### src/design/mdio_fm_pkg.sv
`default_nettype none
package mdio_fm_pkg;

    // Frame timing
    localparam int unsigned SLOT_W = 7;
    localparam logic [SLOT_W-1:0] PREAMBLE_BITS  = 7'd32;
    localparam logic [SLOT_W-1:0] READ_DRIVEN    = 7'd15;
    localparam logic [SLOT_W-1:0] READ_RELEASED  = 7'd19;
    localparam logic [SLOT_W-1:0] WRITE_DRIVEN   = 7'd32;
    localparam logic [SLOT_W-1:0] WRITE_RELEASED = 7'd2;

    localparam int unsigned FRAME_W  = 32;
    localparam int unsigned SAMPLE_W = 19;
    localparam int unsigned DATA_W   = 16;

    // Fixed frame heads: read is extra 1, start 01, opcode 10; write is start 01, opcode 01
    localparam logic [4:0] READ_HEAD  = 5'b10110;
    localparam logic [3:0] WRITE_HEAD = 4'b0101;
    localparam logic [1:0] WRITE_TA   = 2'b10;

    typedef enum logic [1:0] {
        CMD_TICK  = 2'd0,
        CMD_READ  = 2'd1,
        CMD_WRITE = 2'd2,
        CMD_RSVD  = 2'd3
    } cmd_t;

    typedef enum logic [1:0] {
        STATUS_IDLE    = 2'd0,
        STATUS_SLOT    = 2'd1,
        STATUS_ACCEPT  = 2'd2,
        STATUS_REFUSED = 2'd3
    } status_t;

    typedef struct packed {
        status_t             status;
        logic                mdio_out;
        logic                mdio_drive;
        logic                frame_done;
        logic [DATA_W-1:0]   read_data;
    } result_t;

endpackage
`default_nettype wire

### src/design/mdio_fm_core.sv
`default_nettype none
module mdio_fm_core
    import mdio_fm_pkg::*;
(
    input  wire logic              aclk,
    input  wire logic              aresetn,
    input  wire logic              step,
    input  wire logic [1:0]        command,
    input  wire logic [4:0]        phy_id,
    input  wire logic [4:0]        reg_addr,
    input  wire logic [DATA_W-1:0] write_data,
    input  wire logic              mdio_in,
    output result_t                result
);

    logic [FRAME_W-1:0]  frame_shift_reg,  frame_shift_next;
    logic [SLOT_W-1:0]   slot_count_reg,   slot_count_next;
    logic                busy_flag_reg,    busy_flag_next;
    logic                read_mode_reg,    read_mode_next;
    logic [SAMPLE_W-1:0] sample_shift_reg, sample_shift_next;

    logic [SLOT_W-1:0] driven;
    logic [SLOT_W-1:0] total;
    logic [SLOT_W-1:0] slot_inc;
    cmd_t              cmd;

    assign cmd      = cmd_t'(command);
    assign driven   = read_mode_reg ? READ_DRIVEN : WRITE_DRIVEN;
    assign total    = PREAMBLE_BITS + driven
                      + (read_mode_reg ? READ_RELEASED : WRITE_RELEASED);
    assign slot_inc = slot_count_reg + 7'd1;

    // One transaction: start a frame, refuse a start while busy, or play one bit slot
    always_comb begin
        frame_shift_next  = frame_shift_reg;
        slot_count_next   = slot_count_reg;
        busy_flag_next    = busy_flag_reg;
        read_mode_next    = read_mode_reg;
        sample_shift_next = sample_shift_reg;
        result.status     = STATUS_IDLE;
        result.mdio_out   = 1'b0;
        result.mdio_drive = 1'b0;
        result.frame_done = 1'b0;
        result.read_data  = '0;

        unique case (cmd)
            CMD_READ, CMD_WRITE: begin
                if (busy_flag_reg) begin
                    result.status = STATUS_REFUSED;
                end else begin
                    result.status     = STATUS_ACCEPT;
                    busy_flag_next    = 1'b1;
                    slot_count_next   = '0;
                    sample_shift_next = '0;
                    if (cmd == CMD_READ) begin
                        read_mode_next   = 1'b1;
                        frame_shift_next = {READ_HEAD, phy_id, reg_addr, 17'd0};
                    end else begin
                        read_mode_next   = 1'b0;
                        frame_shift_next = {WRITE_HEAD, phy_id, reg_addr, WRITE_TA,
                                            write_data};
                    end
                end
            end
            default: begin
                if (busy_flag_reg) begin
                    result.status = STATUS_SLOT;
                    if (slot_count_reg < PREAMBLE_BITS) begin
                        result.mdio_out   = 1'b1;
                        result.mdio_drive = 1'b1;
                    end else if (slot_count_reg < PREAMBLE_BITS + driven) begin
                        result.mdio_out   = frame_shift_reg[FRAME_W-1];
                        result.mdio_drive = 1'b1;
                        frame_shift_next  = {frame_shift_reg[FRAME_W-2:0], 1'b0};
                    end else if (read_mode_reg) begin
                        sample_shift_next = {sample_shift_reg[SAMPLE_W-2:0], mdio_in};
                    end

                    slot_count_next = slot_inc;
                    if (slot_inc >= total) begin
                        result.frame_done = 1'b1;
                        if (read_mode_reg) begin
                            result.read_data = sample_shift_next[DATA_W:1];
                        end
                        busy_flag_next  = 1'b0;
                        slot_count_next = '0;
                    end
                end
            end
        endcase
    end

    // Frame state registers
    always_ff @(posedge aclk) begin
        if (!aresetn) begin
            frame_shift_reg  <= '0;
            slot_count_reg   <= '0;
            busy_flag_reg    <= 1'b0;
            read_mode_reg    <= 1'b0;
            sample_shift_reg <= '0;
        end else if (step) begin
            frame_shift_reg  <= frame_shift_next;
            slot_count_reg   <= slot_count_next;
            busy_flag_reg    <= busy_flag_next;
            read_mode_reg    <= read_mode_next;
            sample_shift_reg <= sample_shift_next;
        end
    end

endmodule
`default_nettype wire

### src/design/mdio_management_frame_master.sv
// Output: a result is registered and appears on the m_ side in the cycle after its input transaction.
// Throughput: one transaction per cycle; the single output register takes a new
//   result whenever it is empty or being drained in the same cycle.
// Reset: aresetn is synchronous, active low; it empties the output register and
//   returns the frame engine to idle with all frame state cleared.
`default_nettype none
module mdio_management_frame_master
    import mdio_fm_pkg::*;
(
    input  wire logic              aclk,
    input  wire logic              aresetn,

    input  wire logic              s_valid,
    output logic                   s_ready,
    input  wire logic [1:0]        s_command,
    input  wire logic [4:0]        s_phy_id,
    input  wire logic [4:0]        s_reg_addr,
    input  wire logic [DATA_W-1:0] s_write_data,
    input  wire logic              s_mdio_in,

    output logic                   m_valid,
    input  wire logic              m_ready,
    output logic [1:0]             m_status,
    output logic                   m_mdio_out,
    output logic                   m_mdio_drive,
    output logic                   m_frame_done,
    output logic [DATA_W-1:0]      m_read_data
);

    logic    accept;
    result_t core_result;
    logic    m_valid_reg;
    result_t result_reg;

    assign s_ready = !m_valid_reg || m_ready;
    assign accept  = s_valid && s_ready;

    mdio_fm_core u_core (
        .aclk       (aclk),
        .aresetn    (aresetn),
        .step       (accept),
        .command    (s_command),
        .phy_id     (s_phy_id),
        .reg_addr   (s_reg_addr),
        .write_data (s_write_data),
        .mdio_in    (s_mdio_in),
        .result     (core_result)
    );

    // Output register valid flag
    always_ff @(posedge aclk) begin
        if (!aresetn) begin
            m_valid_reg <= 1'b0;
        end else if (s_ready) begin
            m_valid_reg <= s_valid;
        end
    end

    // Output payload
    always_ff @(posedge aclk) begin
        if (accept) begin
            result_reg <= core_result;
        end
    end

    assign m_valid      = m_valid_reg;
    assign m_status     = result_reg.status;
    assign m_mdio_out   = result_reg.mdio_out;
    assign m_mdio_drive = result_reg.mdio_drive;
    assign m_frame_done = result_reg.frame_done;
    assign m_read_data  = result_reg.read_data;

endmodule
`default_nettype wire

### config.mk
export PLATFORM = sky130hd
export DESIGN_NAME = mdio_management_frame_master
export DESIGN_NICKNAME = d
export VERILOG_FILES = /design/src/design/mdio_fm_pkg.sv /design/src/design/mdio_fm_core.sv /design/src/design/mdio_management_frame_master.sv
export SDC_FILE = /design/constraint.sdc
export NUM_CORES = 1
export LEC_CHECK = 0
export BUFFER_PORTS_ARGS = -buffer_cell sky130_fd_sc_hd__buf_4
export CAP_MARGIN = 20
export CORE_ASPECT_RATIO = 2
export CORE_MARGIN = 8
export CORE_UTILIZATION = 55
export DETAILED_ROUTE_END_ITERATION = 8
export MAX_ROUTING_LAYER = met4
export PLACE_DENSITY = 0.77
export SYNTH_ARGS = -nofsm -noshare
export SYNTH_HDL_FRONTEND = slang
export SYNTH_HIERARCHICAL = 1
export SYNTH_SLANG_ARGS = --single-unit
### constraint.sdc
create_clock -name aclk -period 3.19 [get_ports aclk]
set_input_delay 0.1595 -clock aclk [delete_from_list [all_inputs] [get_ports aclk]]
set_output_delay 0.1595 -clock aclk [all_outputs]
set_load 0.005 [all_outputs]
Word level (Yosys, flattened, before mapping)
Index checks and enable logic that the tools add are counted.
{"block": "word_totals", "ff_bits": 80, "in_bits": 33, "output_inout_bits": 23, "elab_cells": 68}
{"block": "op_classes", "add_sub_neg": 3, "n_lt_le_gt_ge": 3, "eq_ne": 5, "n_mux": 29, "bitwise": 3, "reduce_logical": 13}
{"operator": "32-bit 2-to-1 mux", "count": 6}
{"operator": "17-bit 2-to-1 mux", "count": 7}
{"operator": "7-bit 2-to-1 mux", "count": 4}
{"operator": "20-bit 2-to-1 mux", "count": 1}
{"operator": "16-bit 2-to-1 mux", "count": 1}
{"operator": "6-bit by 7-bit adder with 7-bit output (first input constant)", "count": 1}
{"operator": "7-bit by 1-bit adder with 7-bit output (second input constant)", "count": 1}
{"operator": "7-bit adder", "count": 1}
{"operator": "7-bit greater-or-equal comparator", "count": 1}
{"operator": "7-bit by 6-bit less-than comparator with 1-bit output (second input constant)", "count": 1}
{"operator": "7-bit less-than comparator", "count": 1}
{"operator": "2-bit 2-to-1 mux", "count": 3}
{"operator": "6-bit 2-to-1 mux", "count": 1}
{"operator": "2-bit != test (second input constant)", "count": 3}
{"operator": "3-bit AND reduction", "count": 2}
{"operator": "6-bit AND reduction", "count": 1}
{"operator": "2-bit nonzero test", "count": 3}
{"operator": "1-bit 2-to-1 mux", "count": 5}
{"operator": "5-bit 2-to-1 mux", "count": 1}
{"operator": "5-bit AND reduction", "count": 1}
{"operator": "5-bit OR reduction", "count": 1}
{"operator": "1-bit inverter", "count": 3}
{"operator": "3-bit OR reduction", "count": 1}
{"operator": "2-bit by 1-bit == test with 1-bit output (second input constant)", "count": 1}
{"operator": "5 further kinds", "count": 5}

Logic depth before layout (Yosys ltp)
Gate-level depths: netlist of the first run.
{"block": "logic_depth", "depth_word": 9, "depth_mapped": 9, "mapped_depth_nobuf": 8}

Hierarchy
Netlist of the first run, hierarchy kept.
{"mod": "mdio_fm_core", "n_inst": 1, "cells_per_inst": 372, "area_per_inst_um2": 3106.7, "seq_area_each_um2": 1161.1}
{"mod": "mdio_management_frame_master", "n_inst": 1, "cells_per_inst": 26, "area_per_inst_um2": 688.2, "seq_area_each_um2": 650.6}

Worst setup path before layout of the first run
OpenSTA, ideal clock, no wires.
{"block": "synth_timing", "kind": "reg-to-reg", "startpoint": "register u_core.read_mode_reg", "endpoint": "register result_reg (netlist bit m_read_data[10]), data pin", "setup_time_ps": 254, "arrival_ps": 1875, "t_required_ps": 2936, "setup_slack_ps": 1061, "path_stages_with_launch": 10, "n_path_buf": 2, "period_less_slack_ps": 2129, "path_cell_list": "dfxtp_1 > inv_1 > ha_1 > a21oi_1 > o21ai_1 > a31oi_1 > buf_2 > buf_2 > mux2i_1 > nor2_1"}
{"block": "synth_between", "elab_chain_cells": 6, "word_cells_on_any_way": 12, "cone_classes": "2 x add/sub; 2 x order compare; 5 x mux; 2 x bitwise; 1 x reduce/logical"}
{"item": "from (decl)", "line_no": "mdio_fm_core.sv:19", "source": "logic read_mode_reg, read_mode_next;"}
{"item": "from (signal assigned)", "line_no": "mdio_fm_core.sv:105", "source": "read_mode_reg <= read_mode_next;"}
{"item": "6-bit 2-to-1 mux", "line_no": "mdio_fm_core.sv:28", "source": "assign driven = read_mode_reg ? READ_DRIVEN : WRITE_DRIVEN;"}
{"item": "6-bit by 7-bit adder with 7-bit output", "line_no": "mdio_fm_core.sv:29, mdio_fm_core.sv:71"}
{"item": "7-bit adder", "line_no": "mdio_fm_core.sv:30", "source": "+ (read_mode_reg ? READ_RELEASED : WRITE_RELEASED);"}
{"item": "7-bit greater-or-equal comparator", "line_no": "mdio_fm_core.sv:80", "source": "if (slot_inc >= total) begin"}
{"item": "1-bit inverter (no line)"}
{"item": "5-bit OR reduction (no line)"}
{"item": "to (signal assigned)", "line_no": "mdio_management_frame_master.sv:62", "source": "result_reg <= core_result;"}
{"item": "to (decl)", "line_no": "mdio_management_frame_master.sv:33", "source": "result_t result_reg;"}
Parallel ways exist; a longest one is shown, timed or not. The select of a mux whose other input is x is not followed.
A chain may end at the register's enable or synchronous reset.

Worst setup path in the final report of the first run
{"block": "layout_timing", "startpoint": "register u_core.read_mode_reg", "endpoint": "register u_core.frame_shift_reg[28]"}
{"block": "layout_between", "elab_chain_cells": 5}
{"item": "6-bit 2-to-1 mux", "line_no": "mdio_fm_core.sv:28"}
{"item": "6-bit by 7-bit adder with 7-bit output", "line_no": "mdio_fm_core.sv:71", "source": "end else if (slot_count_reg < PREAMBLE_BITS + driven) begin"}
{"item": "7-bit less-than comparator", "line_no": "mdio_fm_core.sv:71"}
{"item": "2-bit nonzero test (no line)"}
{"item": "5-bit AND reduction (no line)"}
{"item": "to (signal assigned)", "line_no": "mdio_fm_core.sv:102", "source": "frame_shift_reg <= frame_shift_next;"}
{"item": "to (decl)", "line_no": "mdio_fm_core.sv:16", "source": "logic [FRAME_W-1:0] frame_shift_reg, frame_shift_next;"}
No other way between the ends.

==> results of run 1 <==
## worst max-delay path by stage
stage	slack [ps]	end	from
2_1_floorplan	1060	m_read_data[10]	u_core/read_mode_reg
3_3_place_gp	710	u_core/sample_shift_reg[10]	u_core/slot_count_reg[6]
3_5_place_dp	520	u_core/frame_shift_reg[17]	u_core/read_mode_reg
4_1_cts	520	u_core/frame_shift_reg[17]	u_core/read_mode_reg
5_1_grt	390	u_core/frame_shift_reg[28]	u_core/read_mode_reg
6_report	560	u_core/frame_shift_reg[28]	u_core/read_mode_reg
## metal layers
layer	global-route usage	part of all wire
met5	-	0
met4	0.0813	0.020
met3	0.0437	0.065
met2	0.310	0.51
met1	0.208	0.41
## critical path, delay by kind of cell (launching register included)
kind                     cells  cell delay, ps
AND/OR/NAND/NOR              2             260
AO/OA/AOI/OAI                3            1440
flip-flops                   1             370
adder cells (fa/ha/maj)      1             310
buffers and inverters        1             120
## cells by family after synthesis
logic type	Yosys count
xor gates and xnor gates	5
and+or+nand+nor	123
muxes	25
adders and majority gates	9
buffers and inverters	47
AOI/OAI and AO/OA	109
DFF	80
## metrics by stage
step,hold slack (ps),worst slack [ps]
2_1_floorplan,296,1060
3_3_place_gp,405,707
3_5_place_dp,430,521
4_1_cts,77.7,519
5_1_grt,81.0,391
6_report,79.6,556
## cells in the mapped netlist (3+ instances only)
cell type,count
sky130_fd_sc_hd__nor2b_1,3
sky130_fd_sc_hd__o22ai_1,16
sky130_fd_sc_hd__nand2_1,28
sky130_fd_sc_hd__dfxtp_1,59
sky130_fd_sc_hd__clkbuf_1,22
sky130_fd_sc_hd__nor2_1,39
sky130_fd_sc_hd__nor3_1,3
sky130_fd_sc_hd__mux2i_1,25
sky130_fd_sc_hd__o21ai_0,7
sky130_fd_sc_hd__nand3_1,4
sky130_fd_sc_hd__o31ai_1,28
sky130_fd_sc_hd__a21oi_1,17
sky130_fd_sc_hd__nand4_1,29
sky130_fd_sc_hd__edfxtp_1,21
sky130_fd_sc_hd__inv_1,11
sky130_fd_sc_hd__buf_1,3
sky130_fd_sc_hd__xnor2_1,5
sky130_fd_sc_hd__o211ai_1,4
sky130_fd_sc_hd__a22oi_1,18
sky130_fd_sc_hd__buf_2,8
sky130_fd_sc_hd__ha_1,9
## layout make-up
type | instances | area, um2
fill | 525 | 2260
clock inverter | 5 | 63.8
timing repair buffer | 64 | 488
clock buffer | 11 | 253
sequential | 80 | 1810
multi-input combinational | 271 | 1800
inverter | 12 | 45.0
tap | 90 | 113
## power groups by stage
stage               Combinational [uW]  Sequential [uW]  Clock [uW]
floorplan                          145             1110           0
CTS                                243             1090        1080
global placement                   234             1110           0
global route                       271             1090        1120
detailed placement                 243             1110           0
finish                             247             1090        1070
==> results.txt, run 1 <==
----------------------------------------------------
[Route]
  Iteration-0 DRC count of the detailed router ... 294
  Average wire length per cell after detail routing ... 16.7 um
  Routed Antenna Nets ... 0
  Drt pass-1 iters ... 7
  Vias after detailed routing ... 3280
  Via/cell ratio ... 6.15
  DRC viols ... 0
  Routed wire length ... 8.91 mm

[Clock network]
  Root cell of the clock tree ... sky130_fd_sc_hd__clkbuf_16
  CTS tree ... built
  Number of post-CTS setup repair buffers ... 0
  Number of buffers between clock root and the deepest sink ... 2
  Number of gates resized after CTS ... 0
  Number of sinks on the clock net ... 80
  Num CTS Buffers ... 9
  Worst-Skew Late Latency ... 340 ps
  Number of levels the H-tree was split into ... 3
  Reg clk slew, reported paths ... 60 ps
  Number of hold buffers added after CTS ... 0

[Logic synthesis]
  Mapped Avg Cell Area ... 9.53 um2
  Seq/Total Area, Yosys ... 0.477
  Dominant combinational cell family by area after synthesis ... compound AO/OA/AOI/OAI gates
  YS warnings ... 6
  Asr flop ratio synth ... 0
  Dominant synthesized flop cell ... sky130_fd_sc_hd__dfxtp_1
  Post-synthesis xor/xnor area fraction ... 0.0115
  Mapped Cells ... 398
  Top area cells in the synthesized netlist ... sky130_fd_sc_hd__dfxtp_1, sky130_fd_sc_hd__edfxtp_1, sky130_fd_sc_hd__mux2i_1
  Fraction of synthesized area in multiplexers ... 0.0659
  Complex-gate fraction of the synthesized area ... 0.198
  Simple-Gate Fraction of Synth Area ... 0.165
  Post-synth net total ... 440
  Flop and latch count out of synthesis ... 80
  Synth Area in Adders ... 0.0297
  Synthesized cell area ... 3790 um2
  Number of flops mapped to enable cells by yosys ... 21
  Top-area cell type share of the netlist area ... 0.311
  Distinct cell type count after synthesis ... 50
  Cell accounting for the most synthesized area ... sky130_fd_sc_hd__dfxtp_1

[Worst setup path]
  Setup slack, reg-to-reg ... 560 ps
  Number of cells on the worst reg-to-reg path ... 7
  Critical Path RT ... 3420 ps
  Worst Path Max Fanout ... 32
  Worst EP arrival ... 2860 ps
  Critical register-to-register path endpoint ... u_core/frame_shift_reg[28]
  Most used cell along the critical path ... sky130_fd_sc_hd__nand2_1
  Origin of the critical flop-to-flop path ... u_core/read_mode_reg
  Worst path slowest cell ... sky130_fd_sc_hd__a2111o_1
  Type of the worst setup path ... reg -> reg
  Cell breakdown of the critical path ... inv_1 > ha_1 > nand2_1 > o21ai_1 > a2111o_1 > nand2_1 > o221a_2
  Crit path launch type ... register
  CP peak stage delay ... 850 ps
  Capturing element type of the critical path ... register

[Power]
  Pwr Density ... 527 nW/um2
  Clk network pwr share ... 0.445
  Sw Pwr ... 581 uW
  Worst VDD drop ... 0.337 mV
  Overall power consumption ... 2410 uW
  Relative contribution of sequential cells to total power ... 0.452
  Leakage power summed over all cells ... 0.00177 uW
  Portion of total power attributed to combinational logic ... 0.103
  Internal power ... 1830 uW
  Switching part of the total power ... 0.241

[Timing]
  Pins over their slew limit ... 0
  Transition time at the pin with the least slew margin ... 977 ps
  Final worst path period share ... 0.826
  Setup Skew ... 8.23 ps
  Min cycle time layout ... 2630 ps
  RSZ-0062 raised after global routing ... false
  Final number of hold-violating endpoints ... 0
  Setup violations, final ... 0
  Maximum achievable frequency ... 380 MHz
  Aggregate negative setup slack ... 0 ps
  Headroom to the max-slew limit ... 0.349

[Die]
  I/O pin count ... 56
  Total die area ... 9970 um2
  Initial Util ... 0.555
  Core area ... 6830 um2
  Width of the die ... 74.7 um
  Row count ... 43
  DIE HEIGHT ... 133 um

[Global routing]
  First-pass GRT wire length ... 14.5 mm
  Global-route total usage across every layer ... 0.189
  Pin count of the biggest net entering global routing ... 54
  Residual overflow from global routing ... 0
  Initial antenna violation count ... 0
  Number of global-route vias before repair ... 3186

[Run]
  Max-cap viol count ... 0

[Worst hold path]
  Worst hold path endpoint ... m_valid
  Min-delay src ... s_valid
  Hold Path Class ... in -> reg
  Number of cells on the worst hold path ... 3

[Outcome]
  Run status ... complete, no violations

[Placement]
  Post-detailed-placement half-perimeter wirelength ... 5.99 mm
  Number of cells in the design after placement ... 516
  DP Area ... 4240 um2
  Port Buf Inserts ... 55
  Gpl congestion ... 0.954

[Layout]
  Most frequent cells in the layout ... sky130_fd_sc_hd__buf_4, sky130_fd_sc_hd__dfxtp_1, sky130_fd_sc_hd__nor2_1
  Post-Route Utilization ... 0.669
  Number of diodes ... 0
  Post-layout instance area ... 4570 um2
  Most common cell after layout, fill and taps aside ... sky130_fd_sc_hd__buf_4
  Share of cells above drive strength 1 ... 0.205
  NumNets Final ... 480
  Layout overhead on the synthesized area ... 20.4%
  Largest register FFs ... 32
  Non-filler cells in the finished layout ... 533

----------------------------------------------------
No activity file was read; power rests on OpenSTA's default activity.
==> run 2, diff against run 1 <==
- clock period: 3.19 -> 2.72 ns (I/O delays scaled with it)
==> run 2 against run 1 <==
  * First-iteration DRC count fell by 17%
  * Worst setup slack got worse by 280 ps
  * Routed wire length hardly changed
  * Clock power up 6%
  * Register-to-register slack got worse by 280 ps
  * Flip-flop and latch count did not move
  * Clock skew shrank 2.9 ps
  * Global-route usage grew 0.15 points
  * Largest cell class unchanged
==> results.txt, run 2 (same netlist as run 1, synthesis figures left out) <==
----------------------------------------------------
[Outcome]
  Run status ... complete, no violations

[Route]
  Routed wire length ... 8.92 mm (about the same)
  Routed Antenna Nets ... 0 (unchanged)
  Drt pass-1 iters ... 5 (-2)
  Average wire length per cell after detail routing ... 16.7 um (-0.34%)
  Via/cell ratio ... 6.15 (-0.13%)
  Iteration-0 DRC count of the detailed router ... 244 (-17%)
  DRC viols ... 0 (unchanged)
  Vias after detailed routing ... 3288 (+0.24%)

[Timing]
  Maximum achievable frequency ... 410 MHz (+7.9%)
  Pins over their slew limit ... 0 (unchanged)
  Headroom to the max-slew limit ... 0.517 (+0.169)
  RSZ-0062 raised after global routing ... false
  Final number of hold-violating endpoints ... 0 (unchanged)
  Setup Skew ... 5.31 ps (-2.92 ps)
  Setup violations, final ... 0 (unchanged)
  Transition time at the pin with the least slew margin ... 724 ps (-253 ps)
  Aggregate negative setup slack ... 0 ps (unchanged)
  Final worst path period share ... 0.897 (+0.0714)
  Min cycle time layout ... 2440 ps (-194 ps)

[Global routing]
  Residual overflow from global routing ... 0 (unchanged)
  Global-route total usage across every layer ... 0.190 (+0.00146)
  Pin count of the biggest net entering global routing ... 54 (unchanged)
  First-pass GRT wire length ... 14.7 mm (+1.1%)
  Initial antenna violation count ... 0 (unchanged)
  Number of global-route vias before repair ... 3229 (+1.3%)

[Worst setup path]
  Number of cells on the worst reg-to-reg path ... 6 (-1)
  Kind of cell adding the most delay to the critical path ... simple AND/OR/NAND/NOR gates
  Number of buffer and inverter stages on the critical path ... 0 (-1)
  WP depth ... 6 (-1)
  Critical Path RT ... 2910 ps (-510 ps)
  Capturing element type of the critical path ... register
  Worst Path Max Fanout ... 16 (-50%)
  CP peak stage delay ... 730 ps (-120 ps)
  Worst path slowest cell ... sky130_fd_sc_hd__or4_1
  Crit path launch type ... register
  Cell breakdown of the critical path ... ha_1 > and3_1 > and3_2 > xnor2_1 > or4_1 > nor2_1
  Type of the worst setup path ... reg -> reg
  Worst EP arrival ... 2630 ps (-230 ps)

[Layout]
  Layout overhead on the synthesized area ... 20.3%
  Number of filler cells placed in the layout ... 555 (+5.7%)
  NumNets Final ... 482 (+0.42%)
  Most common cell after layout, fill and taps aside ... sky130_fd_sc_hd__buf_4
  Share of cells above drive strength 1 ... 0.207 (+0.00132)
  Largest register FFs ... 32 (unchanged)
  Most frequent cells in the layout ... sky130_fd_sc_hd__buf_4, sky130_fd_sc_hd__dfxtp_1, sky130_fd_sc_hd__nor2_1
  Number of diodes ... 0 (unchanged)

[Clock network]
  CTS tree ... built
  Number of post-CTS setup repair buffers ... 0 (unchanged)
  Worst-Skew Late Latency ... 340 ps (about the same)
  Num CTS Buffers ... 9 (unchanged)
  Number of gates resized after CTS ... 0 (unchanged)
  Number of levels the H-tree was split into ... 3 (unchanged)
  Reg clk slew, reported paths ... 60 ps (about the same)
  Number of sinks on the clock net ... 80 (unchanged)
  Root cell of the clock tree ... sky130_fd_sc_hd__clkbuf_16
  Number of hold buffers added after CTS ... 0 (unchanged)
  Number of buffers between clock root and the deepest sink ... 2 (unchanged)

[Die]
  Row count ... 43 (unchanged)
  Initial Util ... 0.555 (unchanged)
  I/O pin count ... 56 (unchanged)
  Core area ... 6830 um2 (unchanged)
  Total die area ... 9970 um2 (unchanged)
  Width of the die ... 74.7 um (unchanged)
  DIE HEIGHT ... 133 um (unchanged)

[Placement]
  Post-detailed-placement half-perimeter wirelength ... 6.02 mm (+0.47%)
  Gpl congestion ... 0.919 (-3.7%)
  Port Buf Inserts ... 55 (unchanged)

[Power]
  Worst VDD drop ... 0.385 mV (+14%)
  Switching part of the total power ... 0.249 (+0.00827)
  Sw Pwr ... 676 uW (+16%)
  Leakage power summed over all cells ... 0.00177 uW (-0.26%)
  Overall power consumption ... 2710 uW (+12%)
  Portion of total power attributed to combinational logic ... 0.111 (+0.008)
  Relative contribution of sequential cells to total power ... 0.471 (+0.019)
  Pwr Density ... 594 nW/um2 (+13%)
  Clk network pwr share ... 0.418 (-0.027)
  Internal power ... 2030 uW (+11%)

[Run]
  Max-cap viol count ... 0 (unchanged)

[Worst hold path]
  Hold Path Class ... in -> reg
  Number of cells on the worst hold path ... 3 (unchanged)

----------------------------------------------------
## run 2: routing by layer
layer | global-route usage | vias up | wire length [um]
li1 | - | 1579 | -
met1 | 0.220 | 1569 | 3680
met2 | 0.293 | 120 | 4500
met3 | 0.0527 | 20 | 566
met4 | 0.0879 | 0 | 175
met5 | - | - | 0
## run 2: metrics by stage
stage / std cells / hold WS (ps) / utilization / setup WS, ps / cell area [um2]
5_1_grt: 535 / 60.7 / 0.668 / 155 / 4560
3_3_place_gp: 518 / 381 / 0.624 / 239 / 4270
4_1_cts: 534 / 43.8 / 0.666 / 32.7 / 4550
2_1_floorplan: 398 / 272 / - / 591 / 3790
3_5_place_dp: 518 / 399 / 0.624 / 46.6 / 4270
6_report: 535 / 52.9 / 0.668 / 280 / 4560
## run 2: area by class of cell
cell class / count / area (um2) / share of cell area
clock buffer: 11 / 243 / 0.0532
clock inverter: 5 / 41.3 / 0.00905
inverter: 12 / 45.0 / 0.00987
multi-input combinational: 271 / 1800 / 0.393
sequential: 80 / 1810 / 0.397
tap: 90 / 113 / 0.0247
timing repair buffer: 66 / 515 / 0.113
## run 2: path summary, 6_finish.rpt
check	start	end	slack, ps
worst max register to register	u_core/slot_count_reg[0]	m_read_data[8]	280
worst max-delay path	u_core/slot_count_reg[0]	m_read_data[8]	280
worst min register to register	u_core/frame_shift_reg[16]	u_core/frame_shift_reg[16]	470
worst min-delay path	s_valid	m_valid	50
## run 2: power by group through the flow
| stage | clock, uW | combinational (uW) | sequential (uW) |
|---|---|---|---|
| 6_report | 1130 | 300 | 1280 |
| 5_1_grt | 1200 | 331 | 1280 |
| 4_1_cts | 1150 | 296 | 1280 |
| 3_5_place_dp | 0 | 294 | 1300 |
| 3_3_place_gp | 0 | 284 | 1300 |
| 2_1_floorplan | 0 | 170 | 1300 |
## run 2: worst min-delay path, cell delays in order
cell                       delay (ps)
sky130_fd_sc_hd__buf_4             90
sky130_fd_sc_hd__inv_1             40
sky130_fd_sc_hd__a21boi_2          90
